===== src/sv/phl_pkg.sv =====
// Package for the packet header L3/L4 locator: parse phases, status codes,
// the per-header parse state record and the per-byte parse functions.
// No dependencies.
package phl_pkg;

  localparam int MAX_HEADER_BYTES_DEF = 256;
  localparam int POS_CMP_W = 13;

  typedef enum logic [3:0] {
    PH_FIRST   = 4'd0,
    PH_MAC     = 4'd1,
    PH_TAG     = 4'd2,
    PH_LLC     = 4'd3,
    PH_SNAP    = 4'd4,
    PH_IPV4    = 4'd5,
    PH_IPV6    = 4'd6,
    PH_EXT     = 4'd7,
    PH_EXT_LEN = 4'd8,
    PH_UNKNOWN = 4'd9,
    PH_DONE    = 4'd10
  } phase_t;

  localparam logic [1:0] ST_IPV4    = 2'd0;
  localparam logic [1:0] ST_IPV6    = 2'd1;
  localparam logic [1:0] ST_BAD     = 2'd2;
  localparam logic [1:0] ST_UNKNOWN = 2'd3;

  localparam logic [1:0] FR_ETH  = 2'd0;
  localparam logic [1:0] FR_IPV4 = 2'd1;
  localparam logic [1:0] FR_IPV6 = 2'd2;

  localparam logic [15:0] ET_VLAN  = 16'h8100;
  localparam logic [15:0] ET_QINQ  = 16'h88A8;
  localparam logic [15:0] ET_Q9100 = 16'h9100;
  localparam logic [15:0] ET_Q9200 = 16'h9200;
  localparam logic [15:0] ET_Q9300 = 16'h9300;
  localparam logic [15:0] ET_IPV4  = 16'h0800;
  localparam logic [15:0] ET_IPV6  = 16'h86DD;
  localparam logic [15:0] ET_MAX_LEN = 16'd1500;

  localparam logic [23:0] LLC_SNAP = 24'hAAAA03;
  localparam logic [15:0] LLC_ISO  = 16'h0606;

  localparam logic [7:0] NH_HOP   = 8'd0;
  localparam logic [7:0] NH_ROUTE = 8'd43;
  localparam logic [7:0] NH_AUTH  = 8'd51;
  localparam logic [7:0] NH_DEST  = 8'd60;

  typedef struct packed {
    phase_t      phase;
    logic [15:0] ether_type;
    logic [7:0]  next_header;
    logic [7:0]  network_start;
    logic [11:0] transport_start;
    logic [23:0] recent_bytes;
    logic [1:0]  verdict;
  } parse_state_t;

  localparam parse_state_t STATE_CLEAR = '{
    phase: PH_FIRST,
    ether_type: 16'h0,
    next_header: 8'h0,
    network_start: 8'h0,
    transport_start: 12'h0,
    recent_bytes: 24'h0,
    verdict: 2'd0
  };

  function automatic logic skippable(input logic [7:0] nh);
    return (nh == NH_HOP) || (nh == NH_ROUTE) || (nh == NH_AUTH) || (nh == NH_DEST);
  endfunction

  function automatic parse_state_t finish(input parse_state_t s, input logic [1:0] v);
    parse_state_t t;
    t = s;
    t.verdict = v;
    t.phase = PH_DONE;
    return t;
  endfunction

  function automatic parse_state_t dispatch_ip(input parse_state_t s);
    parse_state_t t;
    t = s;
    if (t.ether_type == ET_IPV4 || t.ether_type == ET_IPV6) begin
      if (t.transport_start > 12'd255) begin
        t = finish(t, ST_BAD);
      end else begin
        t.network_start = t.transport_start[7:0];
        t.phase = (t.ether_type == ET_IPV4) ? PH_IPV4 : PH_IPV6;
      end
    end else begin
      t.phase = PH_UNKNOWN;
    end
    return t;
  endfunction

  function automatic parse_state_t dispatch_eth(input parse_state_t s);
    parse_state_t t;
    t = s;
    if (t.ether_type == ET_VLAN || t.ether_type == ET_QINQ || t.ether_type == ET_Q9100 ||
        t.ether_type == ET_Q9200 || t.ether_type == ET_Q9300) begin
      t.phase = PH_TAG;
    end else if (t.ether_type <= ET_MAX_LEN) begin
      t.phase = PH_LLC;
    end else begin
      t = dispatch_ip(t);
    end
    return t;
  endfunction

  function automatic parse_state_t consume(input parse_state_t s,
                                           input logic [POS_CMP_W-1:0] p,
                                           input logic [7:0] b);
    parse_state_t t;
    logic [POS_CMP_W-1:0] ts;
    logic [POS_CMP_W-1:0] ns;
    t = s;
    ts = POS_CMP_W'(s.transport_start);
    ns = POS_CMP_W'(s.network_start);
    t.recent_bytes = {s.recent_bytes[15:0], b};
    case (s.phase)
      PH_MAC: begin
        if (p == POS_CMP_W'(13)) begin
          t.ether_type = t.recent_bytes[15:0];
          t.transport_start = 12'd14;
          t = dispatch_eth(t);
        end
      end
      PH_TAG: begin
        if (p == ts + POS_CMP_W'(3)) begin
          t.ether_type = t.recent_bytes[15:0];
          t.transport_start = s.transport_start + 12'd4;
          t = dispatch_eth(t);
        end
      end
      PH_LLC: begin
        if (p == ts + POS_CMP_W'(2)) begin
          if (t.recent_bytes == LLC_SNAP) begin
            t.phase = PH_SNAP;
          end else if (t.recent_bytes[23:8] == LLC_ISO && b[0]) begin
            t.transport_start = s.transport_start + 12'd3;
            t.ether_type = ET_IPV4;
            t = dispatch_ip(t);
          end else begin
            t = finish(t, ST_BAD);
          end
        end
      end
      PH_SNAP: begin
        if (p == ts + POS_CMP_W'(5) && t.recent_bytes != 24'h0) begin
          t = finish(t, ST_BAD);
        end else if (p == ts + POS_CMP_W'(7)) begin
          t.ether_type = t.recent_bytes[15:0];
          t.transport_start = s.transport_start + 12'd8;
          t = dispatch_ip(t);
        end
      end
      PH_IPV4: begin
        if (p == ns) begin
          if (b[7:4] != 4'd4 || b[3:0] < 4'd5) begin
            t = finish(t, ST_BAD);
          end else begin
            t.transport_start = 12'(s.network_start) + 12'({b[3:0], 2'b00});
          end
        end else if (p == ns + POS_CMP_W'(9)) begin
          t.next_header = b;
        end else if (p == ns + POS_CMP_W'(19)) begin
          t = finish(t, ST_IPV4);
        end
      end
      PH_IPV6: begin
        if (p == ns) begin
          if (b[7:4] != 4'd6) begin
            t = finish(t, ST_BAD);
          end
        end else if (p == ns + POS_CMP_W'(6)) begin
          t.next_header = b;
          t.transport_start = 12'(s.network_start) + 12'd40;
          if (skippable(b)) begin
            t.phase = PH_EXT;
          end else begin
            t = finish(t, ST_IPV6);
          end
        end
      end
      PH_EXT: begin
        if (p == ts) begin
          t.phase = PH_EXT_LEN;
        end
      end
      PH_EXT_LEN: begin
        t.next_header = s.recent_bytes[7:0];
        t.transport_start = s.transport_start + {(9'(b) + 9'd1), 3'b000};
        if (skippable(s.recent_bytes[7:0])) begin
          t.phase = PH_EXT;
        end else begin
          t = finish(t, ST_IPV6);
        end
      end
      default: begin
      end
    endcase
    return t;
  endfunction

endpackage


===== src/sv/packet_header_l3_l4_locator_core.sv =====
// Top level of the packet header L3/L4 locator: input register, per-byte
// parse logic and a result register on a streaming interface.
// Depends on phl_pkg.
//
//   channel  | direction | tdata                                   | tuser / tlast
//   s_axis   | in        | data_byte[7:0]                          | framing / last_byte
//   m_axis   | out       | status, ip_protocol, ip_off, l4_off     | none
//
// One header byte is taken per cycle while no last byte waits on a held result;
// each byte waits in the input register, and its state update and any result are
// made when it advances; its last byte's advance registers the result on m_axis.
// Reset clears the parse state, the byte counter and both valid flags.
// A held result stalls only a following last byte; other bytes keep flowing.
module packet_header_l3_l4_locator_core
  import phl_pkg::*;
#(
  parameter int MAX_HEADER_BYTES = MAX_HEADER_BYTES_DEF
) (
  input  logic        clk,
  input  logic        rst,
  input  logic        s_axis_tvalid,
  output logic        s_axis_tready,
  input  logic [7:0]  s_axis_tdata,   // [7:0] data_byte
  input  logic        s_axis_tlast,
  input  logic [1:0]  s_axis_tuser,   // [1:0] framing
  output logic        m_axis_tvalid,
  input  logic        m_axis_tready,
  output logic [31:0] m_axis_tdata    // [1:0] parse_status, [9:2] ip_protocol,
                                      // [17:10] ip_offset, [29:18] transport_offset
);

  localparam int PW = $clog2(MAX_HEADER_BYTES + 1);

  logic         in_valid;
  logic [7:0]   in_byte;
  logic         in_last;
  logic [1:0]   in_proto;
  logic         adv;

  parse_state_t state;
  parse_state_t state_next;
  parse_state_t work;
  logic [PW-1:0] byte_position;
  logic [PW-1:0] byte_position_next;
  logic [PW-1:0] len;
  logic          in_range;
  logic [1:0]    status;
  logic [31:0]   result;

  assign adv = in_valid && (!in_last || !m_axis_tvalid || m_axis_tready);
  assign s_axis_tready = !in_valid || adv;

  always_ff @(posedge clk) begin
    if (rst) begin
      in_valid <= 1'b0;
    end else if (s_axis_tready) begin
      in_valid <= s_axis_tvalid;
    end
    if (s_axis_tready && s_axis_tvalid) begin
      in_byte  <= s_axis_tdata;
      in_last  <= s_axis_tlast;
      in_proto <= s_axis_tuser;
    end
  end

  always_comb begin
    work = state;
    in_range = byte_position < PW'(MAX_HEADER_BYTES);
    if (in_range) begin
      if (byte_position == '0) begin
        work.transport_start = 12'd0;
        case (in_proto)
          FR_ETH: begin
            work.phase = PH_MAC;
          end
          FR_IPV4: begin
            work.ether_type = ET_IPV4;
            work = dispatch_ip(work);
          end
          FR_IPV6: begin
            work.ether_type = ET_IPV6;
            work = dispatch_ip(work);
          end
          default: begin
            work = finish(work, ST_UNKNOWN);
          end
        endcase
      end
      work = consume(work, POS_CMP_W'(byte_position), in_byte);
    end
    len = byte_position + PW'(in_range);

    if (work.phase == PH_DONE) begin
      status = work.verdict;
    end else if (work.phase == PH_UNKNOWN) begin
      status = (len < PW'(20)) ? ST_BAD : ST_UNKNOWN;
    end else if (work.phase == PH_EXT) begin
      status = ST_IPV6;
    end else begin
      status = ST_BAD;
    end

    if (status == ST_IPV4 || status == ST_IPV6) begin
      result = {2'b00, work.transport_start, work.network_start, work.next_header, status};
    end else begin
      result = {30'h0, status};
    end

    if (in_last) begin
      state_next = STATE_CLEAR;
      byte_position_next = '0;
    end else begin
      state_next = work;
      byte_position_next = len;
    end
  end

  always_ff @(posedge clk) begin
    if (rst) begin
      state <= STATE_CLEAR;
      byte_position <= '0;
    end else if (adv) begin
      state <= state_next;
      byte_position <= byte_position_next;
    end
  end

  always_ff @(posedge clk) begin
    if (rst) begin
      m_axis_tvalid <= 1'b0;
    end else if (adv && in_last) begin
      m_axis_tvalid <= 1'b1;
    end else if (m_axis_tready) begin
      m_axis_tvalid <= 1'b0;
    end
    if (adv && in_last) begin
      m_axis_tdata <= result;
    end
  end

  assert property (@(posedge clk) disable iff (rst)
    byte_position <= PW'(MAX_HEADER_BYTES))
    else $error("byte counter ran past the header bound");

  assert property (@(posedge clk) disable iff (rst)
    adv && in_last |=> m_axis_tvalid && byte_position == '0)
    else $error("last byte did not yield a result and a cleared counter");

  assert property (@(posedge clk) disable iff (rst)
    m_axis_tvalid && (m_axis_tdata[1:0] == ST_BAD || m_axis_tdata[1:0] == ST_UNKNOWN)
      |-> m_axis_tdata[31:2] == 30'h0)
    else $error("failed parse carries nonzero offsets");

  assert property (@(posedge clk) disable iff (rst)
    m_axis_tvalid && m_axis_tdata[1:0] == ST_IPV4
      |-> m_axis_tdata[29:18] >= 12'(m_axis_tdata[17:10]) + 12'd20)
    else $error("IPv4 transport offset lies inside the minimum header");

  assert property (@(posedge clk) disable iff (rst)
    m_axis_tvalid && !m_axis_tready && in_valid && in_last |-> !s_axis_tready)
    else $error("input taken while a last byte waits on a held result");

endmodule

===== config.mk =====
export PLATFORM = sky130hd
export DESIGN_NAME = packet_header_l3_l4_locator_core
export DESIGN_NICKNAME = d
export VERILOG_FILES = /design/src/sv/phl_pkg.sv /design/src/sv/packet_header_l3_l4_locator_core.sv
export SDC_FILE = /design/constraint.sdc
export NUM_CORES = 1
export LEC_CHECK = 0
export BUFFER_PORTS_ARGS = -buffer_cell sky130_fd_sc_hd__buf_2
export CORE_ASPECT_RATIO = 1.75
export CORE_MARGIN = 2
export CORE_UTILIZATION = 35
export CTS_CLUSTER_SIZE = 20
export DETAILED_ROUTE_END_ITERATION = 10
export PLACE_DENSITY_LB_ADDON = 0.2
export SYNTH_ARGS = -nofsm -noshare
export SYNTH_HDL_FRONTEND = slang
export SYNTH_SLANG_ARGS = --single-unit
export TNS_END_PERCENT = 1

===== constraint.sdc =====
create_clock -name clk -period 9.1 [get_ports clk]
set_input_delay 1.365 -clock clk [delete_from_list [all_inputs] [get_ports clk]]
set_output_delay 1.365 -clock clk [all_outputs]
set_load 0.03 [all_outputs]

# After elaboration in Yosys (flattened, before gate mapping)

Index checks and enable logic that the tools add are counted.

Bits in registers: 128
Output and inout port bits: 34
Logic and storage cells: 174

$add $sub $neg: 15
Magnitude comparators: 7
Eq/ne operators: 41
Mux-type cells: 63
Reduce and logical (&&, ||, !) cells: 33

Operators with widths:

| cell                  | count |
|---|---|
| $mux 74               | 15 |
| $pmux 70 s7           | 1 |
| $mux 46               | 7 |
| $pmux 70 s3           | 1 |
| $eq 16x16->1 const B  | 6 |
| $mux 70               | 1 |
| $mux 4                | 14 |
| $eq 9x13->1           | 4 |
| $eq 8x6->1 const B    | 6 |
| $mux 8                | 5 |
| $gt 12x8->1 const B   | 3 |
| $mux 36               | 1 |
| $pmux 4 s8            | 1 |
| $eq 9x9->1            | 3 |
| $add 12x2->13 const B | 2 |
| $add 12x3->13 const B | 2 |
| $eq 24x24->1 const B  | 1 |
| $reduce_bool 24->1    | 1 |
| $eq 4x3->1 const B    | 5 |
| $mux 2                | 10 |
| $mux 20               | 1 |
| $eq 16x11->1 const B  | 1 |
| $eq 16x12->1 const B  | 1 |
| $le 16x11->1 const B  | 1 |
| 35 further kinds      | 66 |

# Longest topological paths before layout

Gate-level depths: netlist (run 1).

Depth after elaboration: 19
Depth in mapped cells: 26
Gate-level depth less buffers: 18

# Least setup slack after synthesis (run 1)

No wires, ideal clock.

Path type: reg2reg
Start point: reg byte_position[2]
End point: reg m_axis_tdata[18], data pin
Arrival time: 5.180 ns
Required time: 8.845 ns
Setup slack: 3.665 ns
Cell stages (with the launch flop): 25
Buffers on the path: 8
Clock period less this slack: 5.435 ns
Path through: dfxtp_1 > buf_2 > inv_1 > nand3_2 > buf_2 > buf_1 > clkbuf_1 > buf_1 > nand2_1 > inv_1 > ha_1 > buf_2 > nand3_1 > nor3_1 > mux2_2 > o31a_1 > and4bb_1 > buf_2 > nand3_1 > a211o_1 > a31oi_1 > nor2_1 > a2bb2oi_1 > buf_6 > and3b_1

Cells in the longest elaborated chain, start to end: 18
Elaborated cells between the ends (all ways): 120

RTL lines:

| item                                                 | line                                    | RTL |
|---|---|---|
| start: declaration                                   | packet_header_l3_l4_locator_core.sv:43  | `logic [PW-1:0] byte_position;` |
| start signal: assignment                             | packet_header_l3_l4_locator_core.sv:124 | `byte_position <= byte_position_next;` |
| $logic_not 9->1                                      | packet_header_l3_l4_locator_core.sv:70  | `if (byte_position == '0) begin` |
| $mux 74                                              | packet_header_l3_l4_locator_core.sv:70  |  |
| $mux 74                                              | packet_header_l3_l4_locator_core.sv:69  | `if (in_range) begin` |
| $add 12x3->12 (tied with other cells)                | phl_pkg.sv:132                          | `t.transport_start = s.transport_start + 12'd4;` |
| $gt 12x8->1 (tied with other cells)                  | phl_pkg.sv:85                           | `if (t.transport_start > 12'd255) begin` |
| $mux 4 / $logic_or 1x1->1 (equally long branches)    | phl_pkg.sv:85, phl_pkg.sv:100           |  |
| $mux 4 / $logic_or 1x1->1 (equally long branches)    | phl_pkg.sv:84, phl_pkg.sv:100           |  |
| $mux 4 / $logic_or 1x1->1 (equally long branches)    | phl_pkg.sv:103, phl_pkg.sv:101          |  |
| [... 2 more ...]                                     | n/a                                     |  |
| $pmux 4 s8                                           | phl_pkg.sv:121                          | `case (s.phase)` |
| $mux 74                                              | packet_header_l3_l4_locator_core.sv:69  |  |
| $eq 4x3->1                                           | packet_header_l3_l4_locator_core.sv:97  | `end else if (work.phase == PH_EXT) begin` |
| $mux 2                                               | packet_header_l3_l4_locator_core.sv:97  |  |
| $mux 2                                               | packet_header_l3_l4_locator_core.sv:95  | `end else if (work.phase == PH_UNKNOWN) begin` |
| $mux 2                                               | packet_header_l3_l4_locator_core.sv:93  | `if (work.phase == PH_DONE) begin` |
| $eq 2x1->1 / $logic_not 2->1 (equally long branches) | packet_header_l3_l4_locator_core.sv:103 | `if (status == ST_IPV4 \|\| status == ST_IPV6) begin` |
| $logic_or 1x1->1                                     | packet_header_l3_l4_locator_core.sv:103 |  |
| end signal: assignment                               | packet_header_l3_l4_locator_core.sv:137 | `m_axis_tdata <= result;` |
| end: declaration                                     | packet_header_l3_l4_locator_core.sv:28  | `output logic [31:0] m_axis_tdata` |

Parallel ways exist; a longest one is shown, timed or not. The select of a mux whose other input is x is not followed.
A chain may end at the register's enable or synchronous reset.

# Worst setup path in the final report (run 1)

Ends and elaborated chain as after synthesis.

==> summary.md, run 1 <==
| Metric | Value |
|---|---|
| CP required | `9.25 ns` |
| Lkg Pwr | `4.22 nW` |
| F_max | `141 MHz` |
| Cell-internal power | `0.780 mW` |
| GR Overflow Total | `0` |
| First-pass GRT wire length | `84000 µm` |
| Logic pwr share | `0.255` |
| Final setup violation count | `0` |
| Number of enable flip-flop cells after synthesis | `41` |
| Fin. max-slew vios | `0` |
| # rows | `86` |
| P_sw | `0.495 mW` |
| Kind of cell adding the most delay to the critical path | `compound AO/OA/AOI/OAI gates` |
| Crit path capture type | `flip-flop` |
| ANT nets after route | `0` |
| Kind of critical path | `reg -> reg` |
| Async set-or-reset flop fraction in the synthesized netlist | `0` |
| Post-route insts no fill | `1861` |
| Maximum number of pins on one net before global-route repair | `64` |
| CTS max path bufs | `2` |
| Worst Skew | `0.0263 ns` |
| Pwr Density | `107 mW/mm²` |
| Tmin final | `7.09 ns` |
| WL/cell | `31.8 µm` |
| Part of the power in registers | `0.397` |
| CP arrival | `7.24 ns` |
| HP Class | `reg -> reg` |
| Cell breakdown of the critical path | `inv_1 > nand3_2 > buf_4 > nand2_1 > inv_1 > ha_1 > nand3_1 > nor3_1 > mux2_2 > o31a_1 > o21bai_1 > a2111oi_4 > a22oi_1 > a31oi_1 > nor3_2 > a2bb2oi_2 > buf_4 > and3b_1` |
| Vias in the first global route | `11.9k` |
| Chip height | `240 µm` |
| CTS Sinks | `102` |
| Final Power | `1.27 mW` |
| Layout area overhead | `6.80%` |
| Endpoints failing hold | `0` |
| CTS Buf Count | `9` |
| Net Sw Frac | `0.388` |
| Share of post-route cells with drive strength above 1 | `0.115` |
| Initial antenna violation count | `1` |
| #FFs+latches synth | `102` |
| Critical Path Max Stage Delay | `0.81 ns` |
| Residual DRC | `0` |
| Clock group share of total power | `0.348` |
| Most common cell in the synthesized netlist | `nor2_1` |
| Setup Buffers After CTS | `0` |
| Top_reg_cell synth | `dfxtp_1` |
| Post-Syn Instances | `1495` |
| Final RePlAce weighted congestion | `1.03` |
| Sequential area share after synthesis | `0.219` |
| Setup_tns | `0 ns` |
| Final Core Density | `0.379` |
| CTS tree | `done` |
| Crit Path Max Fanout | `29` |
| Synth top cells by count | `nor2_1, nand2_1, a21oi_1` |
| Synth top area cells | `edfxtp_1, dfxtp_1, nor2_1` |
| Post-synth top area cell | `edfxtp_1` |
| Top-area cell type share of the netlist area | `0.110` |
| Starting Density | `0.355` |
| Syn. warnings | `0` |
| Max-cap violations | `0` |
| Status | `finished, final reports clean` |
| # port buffers | `46` |
| Unrepaired setup endpoints after global routing | `false` |
| Die Footprint | `0.0334 mm²` |
| Placed Cells | `1844` |
| Reg clk slew, reported paths | `0.10 ns` |
| Total wire length | `59100 µm` |
| DP Worst Slack | `2.29 ns` |
| I/O pin count | `49` |
| Slew headroom | `0.167` |
| Core ar. | `0.0315 mm²` |
| Average vias per placed instance | `6.61` |
| Post-synth cell types | `109` |
| Clk Latency, worst-skew pair | `0.41 ns` |
| Depth of the CTS H-tree | `3` |
| Crit-path slowest cell | `dfxtp_1` |
| Final Cycle Share | `0.780` |
| Hpwl dp | `46300 µm` |
| Final worst setup slack | `2.01 ns` |
| Via count | `12.3k` |
| Tightest Pin Transition | `1.24 ns` |
| CTS resizes | `0` |
| Iteration-0 DRC Markers | `1179` |
| Syn avg cell area | `7.48 µm²` |
| Buf/Inv on CP | `4` |
| Die Width | `139 µm` |
| GRT Total Usage | `0.346` |
| Hold buffer count at CTS | `0` |
| Pre-antenna DRT Iters | `5` |
| Startpoint Class | `flip-flop` |
| CTS root buffer | `clkbuf_16` |
| Peak VDD IR | `0.157 mV` |
| Mapped cell area | `0.0112 mm²` |
| # nets final | `1513` |
metrics by stage:
stage,hold slack (ns),area (µm²)
after floorplan,0.457,11200
after global placement,0.469,11600
after detailed placement,0.483,11600
after CTS,0.504,11900
after global routing,0.527,11900
final,0.494,11900
power groups by stage:
stage | clock (mW) | combinational, mW | sequential, mW
final | 0.443 | 0.325 | 0.506
after global routing | 0.460 | 0.341 | 0.507
after CTS | 0.448 | 0.320 | 0.505
after detailed placement | 0 | 0.319 | 0.516
after global placement | 0 | 0.322 | 0.516
after floorplan | 0 | 0.209 | 0.506
layout make-up:
type	count	area, µm²
Inverter	56	210
Multi-Input combinational cell	1210	7980
Fill cell	3340	19600
Antenna cell	1	2.50
Timing Repair Buffer	80	485
Clock buffer	9	225
Clock inverter	7	88.8
Tap cell	396	495
Sequential cell	102	2450
logic make-up after synthesis:
family / after synthesis / share of synthesized area
and+or+nand+nor: 593 / 0.284
AOI/OAI and AO/OA: 468 / 0.292
buffers and inverters: 184 / 0.0708
DFF: 102 / 0.219
xor gates and xnor gates: 85 / 0.0673
adders and majority gates: 40 / 0.0459
muxes: 22 / 0.0203
other: 1 / 0.000335
registers in the layout (all words and copies together), names as in the netlist:
name / count
in_last: 1
m_axis_tvalid: 1
in_proto: 2
in_valid: 1
m_axis_tdata: 30
byte_position: 9
in_byte: 8
state: 50
per-layer routing:
| layer | global-route usage | vias up | part of all wire |
|---|---|---|---|
| met2 | 0.622 | 579 | 0.50 |
| met4 | 0.269 | 2 | 0.091 |
| li1 | - | 5495 | - |
| met5 | 0 | - | 0.00022 |
| met3 | 0.0480 | 202 | 0.053 |
| met1 | 0.361 | 6021 | 0.35 |
path summary, 6_finish.rpt:
| kind | startpoint | endpoint | slack [ns] | depth (start not counted) |
|---|---|---|---|---|
| max | byte_position[2] | m_axis_tdata[18] | 2.01 | 18 |
| min | state[46] | state[46] | 0.49 | 2 |
| max reg2reg | byte_position[2] | m_axis_tdata[18] | 2.01 | 18 |
| min reg2reg | state[46] | state[46] | 0.49 | 2 |
tightest hold or removal path, stage by stage (launching register included):
cell	delay (ns)
dfxtp_1	0.33
a21oi_1	0.06
nor2_1	0.07
layout by cell type, fill, tap and decap left out, drive strengths merged, types with 16 or more instances in the layout:
| cell | synthesis | layout |
|---|---|---|
| buf | 50 | 80 |
| xnor2 | 63 | 63 |
| o21ai | 91 | 91 |
| a31oi | 21 | 21 |
| a21oi | 99 | 99 |
| nor4 | 24 | 24 |
| inv | 56 | 61 |
| a22oi | 47 | 47 |
| or4 | 19 | 19 |
| o211ai | 20 | 20 |
| edfxtp | 41 | 41 |
| mux2i | 17 | 17 |
| or2 | 16 | 16 |
| nor2 | 150 | 150 |
| nand2 | 113 | 113 |
| a211oi | 23 | 23 |
| ha | 37 | 37 |
| and2 | 16 | 16 |
| o22ai | 17 | 17 |
| nor3 | 51 | 51 |
| dfxtp | 61 | 61 |
| nand4 | 24 | 24 |
| nor3b | 16 | 16 |
| nand3 | 52 | 52 |
| xor2 | 22 | 22 |
| or3 | 18 | 18 |
| nand2b | 18 | 18 |
| nor2b | 18 | 18 |
| and3 | 24 | 24 |
Power figures use the tool's default switching activity.
==> run 2, diff against run 1 <==
Clock period 9.1 ns to 7.4 ns, I/O delays scaled along.
==> run 2 against run 1 <==
  * Sequential power increased by 23%
  * Fmax increased by 9.7%
  * Critical endpoint is now m_axis_tdata[25]
  * First-iteration DRC count increased by 12%
  * Critical path depth decreased by 1
==> summary.md, run 2 (synthesis gave the netlist of run 1 again) <==
| Metric | Value |
|---|---|
| Layout area overhead | `7.52%` |
| Final Hold Slack | `0.497 ns (+0.00361 ns)` |
| Slew headroom | `0.0906 (-0.0768)` |
| Register area | `0.00245 mm² (unchanged)` |
| CTS Sinks | `102 (unchanged)` |
| Pwr Density | `131 mW/mm² (+23%)` |
| Commonest non-fill, non-tap cells in the layout | `nor2_1, nand2_1, a21oi_1, o21ai_0, xnor2_1` |
| Largest regs | `state (50), m_axis_tdata (30), byte_position (9)` |
| Part of the power in registers | `0.395 (-0.002)` |
| CTS resizes | `0 (unchanged)` |
| Clock group share of total power | `0.339 (-0.009)` |
| Status | `finished, final reports clean` |
| Depth of the CTS H-tree | `3 (unchanged)` |
| Net Sw Frac | `0.392 (+0.00399)` |
| Worst Skew | `0.0205 ns (-0.00572 ns)` |
| # port buffers | `46 (unchanged)` |
| Reg clk slew, reported paths | `0.10 ns (about the same)` |
| Logic pwr share | `0.266 (+0.011)` |
| Residual DRC | `0 (unchanged)` |
| # nets final | `1526 (+0.86%)` |
| Kind of cell adding the most delay to the critical path | `simple AND/OR/NAND/NOR gates` |
| Via count | `12.6k (+2.4%)` |
| Die Width | `139 µm (unchanged)` |
| Final Cycle Share | `0.873 (+0.0940)` |
| Kind of critical path | `reg -> reg` |
| # rows | `86 (unchanged)` |
| Fillers | `3354 (+0.42%)` |
| Cell-internal power | `0.960 mW (+23%)` |
| Tightest Pin Transition | `1.35 ns (+0.109 ns)` |
| Crit Path Max Fanout | `16 (-45%)` |
| Cell breakdown of the critical path | `buf_4 > or3_1 > nor4_4 > nand2_1 > nand2_1 > inv_1 > ha_1 > xor2_1 > a2111oi_0 > o211ai_1 > a222oi_1 > and3_1 > a21oi_1 > nor3_2 > a21oi_1 > a31oi_1 > a211oi_1` |
| Unrepaired setup endpoints after global routing | `false` |
| Vias in the first global route | `12.3k (+3.8%)` |
| Core ar. | `0.0315 mm² (unchanged)` |
| Final RePlAce weighted congestion | `1.10 (+6.6%)` |
| Final Core Density | `0.381 (+0.00254)` |
| CTS root buffer | `clkbuf_16` |
| Share of post-route cells with drive strength above 1 | `0.121 (+0.00644)` |
| Hold buffer count at CTS | `0 (unchanged)` |
| Worst reg-to-reg setup slack | `0.94 ns (-1.07 ns)` |
| Setup_tns | `0 ns (unchanged)` |
| CTS max path bufs | `2 (unchanged)` |
| Commonest non-fill, non-tap cell in the layout | `nor2_1` |
| P_sw | `0.620 mW (+25%)` |
| I/O pin count | `49 (unchanged)` |
| F_max | `155 MHz (+9.7%)` |
| First-pass GRT wire length | `86200 µm (+2.5%)` |
| CP arrival | `6.57 ns (-0.67 ns)` |
| Largest reg by FF count | `state` |
| Fin. max-slew vios | `0 (unchanged)` |
| Initial antenna violation count | `0 (-1)` |
| Lkg Pwr | `4.28 nW (+1.3%)` |
| Pre-antenna DRT Iters | `5 (unchanged)` |
| Maximum number of pins on one net before global-route repair | `64 (unchanged)` |
| CP required | `7.51 ns (-1.74 ns)` |
| Chip height | `240 µm (unchanged)` |
| Crit path capture type | `flip-flop` |
| Average vias per placed instance | `6.73 (+1.8%)` |
| Setup Buffers After CTS | `0 (unchanged)` |
| CTS tree | `done` |
| Crit-path slowest cell | `a31oi_1` |
| N_diodes | `0 (-1)` |
| Total wire length | `60800 µm (+2.8%)` |
| Startpoint Class | `flip-flop` |
| Hpwl dp | `46000 µm (-0.62%)` |
| Critical Path Max Stage Delay | `0.64 ns (-0.17 ns)` |
| DP Worst Slack | `1.14 ns (-1.15 ns)` |
| GRT Total Usage | `0.357 (+0.0114)` |
| HP Class | `reg -> reg` |
| GR Overflow Total | `0 (unchanged)` |
| Clk Latency, worst-skew pair | `0.40 ns (about the same)` |
| ANT nets after route | `0 (unchanged)` |
| Buf/Inv on CP | `2 (-2)` |
| WL/cell | `32.4 µm (+2.1%)` |
| Final worst setup slack | `0.936 ns (-1.07 ns)` |
| Endpoints failing hold | `0 (unchanged)` |
| Iteration-0 DRC Markers | `1317 (+12%)` |
| CTS Buf Count | `9 (unchanged)` |
| Tmin final | `6.46 ns (-0.630 ns)` |
| Die Footprint | `0.0334 mm² (unchanged)` |
| Peak VDD IR | `0.180 mV (+15%)` |
| Final setup violation count | `0 (unchanged)` |
| Max reg flops | `50 (unchanged)` |
| Starting Density | `0.355 (unchanged)` |
| Max-cap violations | `0 (unchanged)` |
| Multi-input logic area | `0.00797 mm² (-0.16%)` |
## run 2: power groups by stage
stage | clock network, mW | registers, mW | logic, mW
2_1_floorplan | 0 | 0.622 | 0.257
3_3_place_gp | 0 | 0.635 | 0.404
3_5_place_dp | 0 | 0.635 | 0.403
4_1_cts | 0.539 | 0.622 | 0.404
5_1_grt | 0.558 | 0.624 | 0.440
6_report | 0.536 | 0.623 | 0.421
## run 2: per-layer routing
metal	up-vias	global-route usage	routed length [µm]
met5	-	0	0
li1	5529	-	-
met3	275	0.0550	3680
met4	0	0.302	6290
met1	6074	0.375	21000
met2	719	0.625	29800
## run 2: cell type report
type,instances,area share
Clock inverter,7,0.00718
Timing Repair Buffer,93,0.0485
Tap cell,396,0.0412
Inverter,56,0.0175
Multi-Input combinational cell,1210,0.663
Clock buffer,9,0.0187
Sequential cell,102,0.204
## run 2: final timing paths
| check | to | depth (start not counted) | startpoint |
|---|---|---|---|
| setup / recovery | m_axis_tdata[25] | 17 | byte_position[4] |
| hold / removal | state[46] | 2 | state[46] |
| setup reg to reg | m_axis_tdata[25] | 17 | byte_position[4] |
| hold reg to reg | state[46] | 2 | state[46] |
## run 2: metrics by stage
| stage | cells | total power [mW] | instance area, µm² |
|---|---|---|---|
| global placement | 1857 | 1.04 | 11700 |
| floorplan | 1496 | 0.879 | 11200 |
| global route | 1873 | 1.62 | 12000 |
| CTS | 1873 | 1.57 | 12000 |
| finish | 1873 | 1.58 | 12000 |
| detailed placement | 1857 | 1.04 | 11700 |
## run 2: worst reg2reg max path, cell delays in order (launching register included)
cell       delay [ns]
dfxtp_1          0.34
buf_4            0.21
or3_1            0.49
nor4_4           0.34
nand2_1          0.40
nand2_1          0.37
inv_1            0.14
ha_1             0.30
xor2_1           0.15
a2111oi_0        0.34
o211ai_1         0.15
a222oi_1         0.60
and3_1           0.51
a21oi_1          0.23
nor3_2           0.58
a21oi_1          0.19
a31oi_1          0.64
a211oi_1         0.21
==> run 3, diff against run 2 <==
Settings changed: RECOVER_POWER set to 50, SKIP_CTS_REPAIR_TIMING set to 1.
==> run 3 against run 2 <==
  * The run now ends with capacitance limit, slew limit left
  * Die area is the same
  * Via count grew 0.35%
  * Clock skew shrank 0.0012 ns
  * Cell count is the same
  * Critical path depth grew 1
  * Critical path type unchanged
==> summary.md, run 3 (synthesis gave the netlist of run 1 again) <==
| Metric | Value |
|---|---|
| Total wire length | `60800 µm (about the same)` |
| WL/cell | `32.4 µm (about the same)` |
| Crit-path slowest cell | `a222oi_1` |
| Starting Density | `0.355 (unchanged)` |
| Most frequent CP cell | `nand2_1` |
| Worst Skew | `0.0194 ns (-0.00116 ns)` |
| Final Cycle Share | `0.880 (+0.00662)` |
| Final setup violation count | `0 (unchanged)` |
| Tmin final | `6.51 ns (+0.0490 ns)` |
| Commonest non-fill, non-tap cells in the layout | `nor2_1, nand2_1, a21oi_1, o21ai_0, xnor2_1` |
| Crit path capture type | `flip-flop` |
| CTS Buf Count | `9 (unchanged)` |
| Final Power | `1.58 mW (-0.16%)` |
| Via count | `12.6k (+0.35%)` |
| Largest reg by FF count | `state` |
| Pwr Density | `132 mW/mm² (+0.34%)` |
| Initial antenna violation count | `0 (unchanged)` |
| Fillers | `3376 (+0.66%)` |
| Cell breakdown of the critical path | `buf_4 > or3_1 > nor4_4 > nand2_1 > nand2_1 > inv_1 > ha_1 > and4b_1 > xnor2_1 > o211ai_1 > a222oi_1 > and3_1 > a21oi_1 > nor3_2 > nand2_1 > nor4_1 > or4_1 > a21oi_1` |
| # rows | `86 (unchanged)` |
| Reg clk slew, reported paths | `0.09 ns (about the same)` |
| Maximum number of pins on one net before global-route repair | `64 (unchanged)` |
| Clk Latency, worst-skew pair | `0.39 ns (about the same)` |
| Multi-input logic area | `0.00795 mm² (-0.17%)` |
| Placed Cells | `1857 (unchanged)` |
| Max-cap violations | `4 (+4)` |
| I/O pin count | `49 (unchanged)` |
| Hpwl dp | `46000 µm (unchanged)` |
| Crit Path Max Fanout | `16 (unchanged)` |
| Vias in the first global route | `12.3k (unchanged)` |
| CTS tree | `done` |
| Average vias per placed instance | `6.75 (+0.35%)` |
| Worst reg-to-reg setup slack | `0.89 ns (-0.05 ns)` |
| Tightest Pin Transition | `3.36 ns (+2.01 ns)` |
| CP required | `7.52 ns (about the same)` |
| Failing checks | `capacitance limit, slew limit` |
| # nets final | `1526 (unchanged)` |
| Fin. max-slew vios | `136 (+136)` |
| N_diodes | `0 (unchanged)` |
| CTS max path bufs | `2 (unchanged)` |
| Layout area overhead | `6.98%` |
| Core ar. | `0.0315 mm² (unchanged)` |
| Endpoints failing hold | `0 (unchanged)` |
| Final RePlAce weighted congestion | `1.10 (unchanged)` |
| F_max | `154 MHz (-0.75%)` |
| Kind of cell adding the most delay to the critical path | `simple AND/OR/NAND/NOR gates` |
| Buf/Inv on CP | `2 (unchanged)` |
| Largest regs | `state (50), m_axis_tdata (30), byte_position (9)` |
| Pre-antenna DRT Iters | `8 (+3)` |
| Share of post-route cells with drive strength above 1 | `0.0975 (-0.0237)` |
| GRT Total Usage | `0.357 (unchanged)` |
| First-pass GRT wire length | `86200 µm (unchanged)` |
| Kind of critical path | `reg -> reg` |
| Setup_tns | `0 ns (unchanged)` |
| CP arrival | `6.63 ns (+0.06 ns)` |
| Startpoint Class | `flip-flop` |
| ANT nets after route | `0 (unchanged)` |
| Depth of the CTS H-tree | `3 (unchanged)` |
| Chip height | `240 µm (unchanged)` |
| Die Width | `139 µm (unchanged)` |
| HP Class | `reg -> reg` |
| Register area | `0.00245 mm² (unchanged)` |
| Post-route insts no fill | `1873 (unchanged)` |
| Iteration-0 DRC Markers | `1299 (-1.4%)` |
| Critical Path Max Stage Delay | `0.66 ns (+0.02 ns)` |
| GR Overflow Total | `0 (unchanged)` |
| Lkg Pwr | `4.17 nW (-2.5%)` |
| # port buffers | `46 (unchanged)` |
| CTS root buffer | `clkbuf_16` |
| CTS Sinks | `102 (unchanged)` |
| Die Footprint | `0.0334 mm² (unchanged)` |
| Status | `complete, but fails checks` |
| Commonest non-fill, non-tap cell in the layout | `nor2_1` |
| Residual DRC | `0 (unchanged)` |
| Unrepaired setup endpoints after global routing | `false` |
| Max reg flops | `50 (unchanged)` |
| Slew headroom | `-1.24 (-1.33)` |
| Peak VDD IR | `0.180 mV (-0.25%)` |
[run 3: cell count changes in the layout (fill, tap and decap cells not counted), sizes merged]
cell / previous run / this run
clkbuf: 9 / 42
buf: 93 / 60
[run 3: cell type report]
cell class,instances,area share
repair buffers,93,0.0449
clock inverters,7,0.00722
clock buffers,9,0.0188
multi-input cells,1210,0.665
well taps,396,0.0414
inverters,56,0.0176
flip-flops and latches,102,0.205
[run 3: power breakdown]
part / switching, mW / internal [mW]
registers: 0.0284 / 0.596
clock network: 0.290 / 0.245
logic: 0.300 / 0.118
total: 0.618 / 0.959
[run 3: metal layers]
layer,GRT usage,share of wire
met1,0.375,0.35
met2,0.625,0.49
met3,0.0550,0.060
met4,0.302,0.10
met5,0,0
[run 3: path summary, 6_finish.rpt]
kind	end	depth (start not counted)	from
hold / removal	state[46]	2	state[46]
setup / recovery	state[35]	18	byte_position[4]
setup reg to reg	state[35]	18	byte_position[4]
hold reg to reg	state[46]	2	state[46]
[run 3: tightest hold or removal path, cell delays in order, from the launching register on]
cell and delay (ns):
dfxtp_1 0.33, a21oi_1 0.06, nor2_1 0.08
[run 3: stage by stage]
| step | utilization | worst slack [ns] | hold WS (ns) | area, µm² |
|---|---|---|---|---|
| finish | 0.379 | 0.887 | 0.496 | 12000 |
| global route | 0.379 | 0.683 | 0.536 | 12000 |
| CTS | 0.381 | 1.12 | 0.504 | 12000 |
| detailed placement | 0.371 | 1.14 | 0.484 | 11700 |
| global placement | 0.371 | 1.25 | 0.473 | 11700 |
| floorplan | - | 1.96 | 0.457 | 11200 |
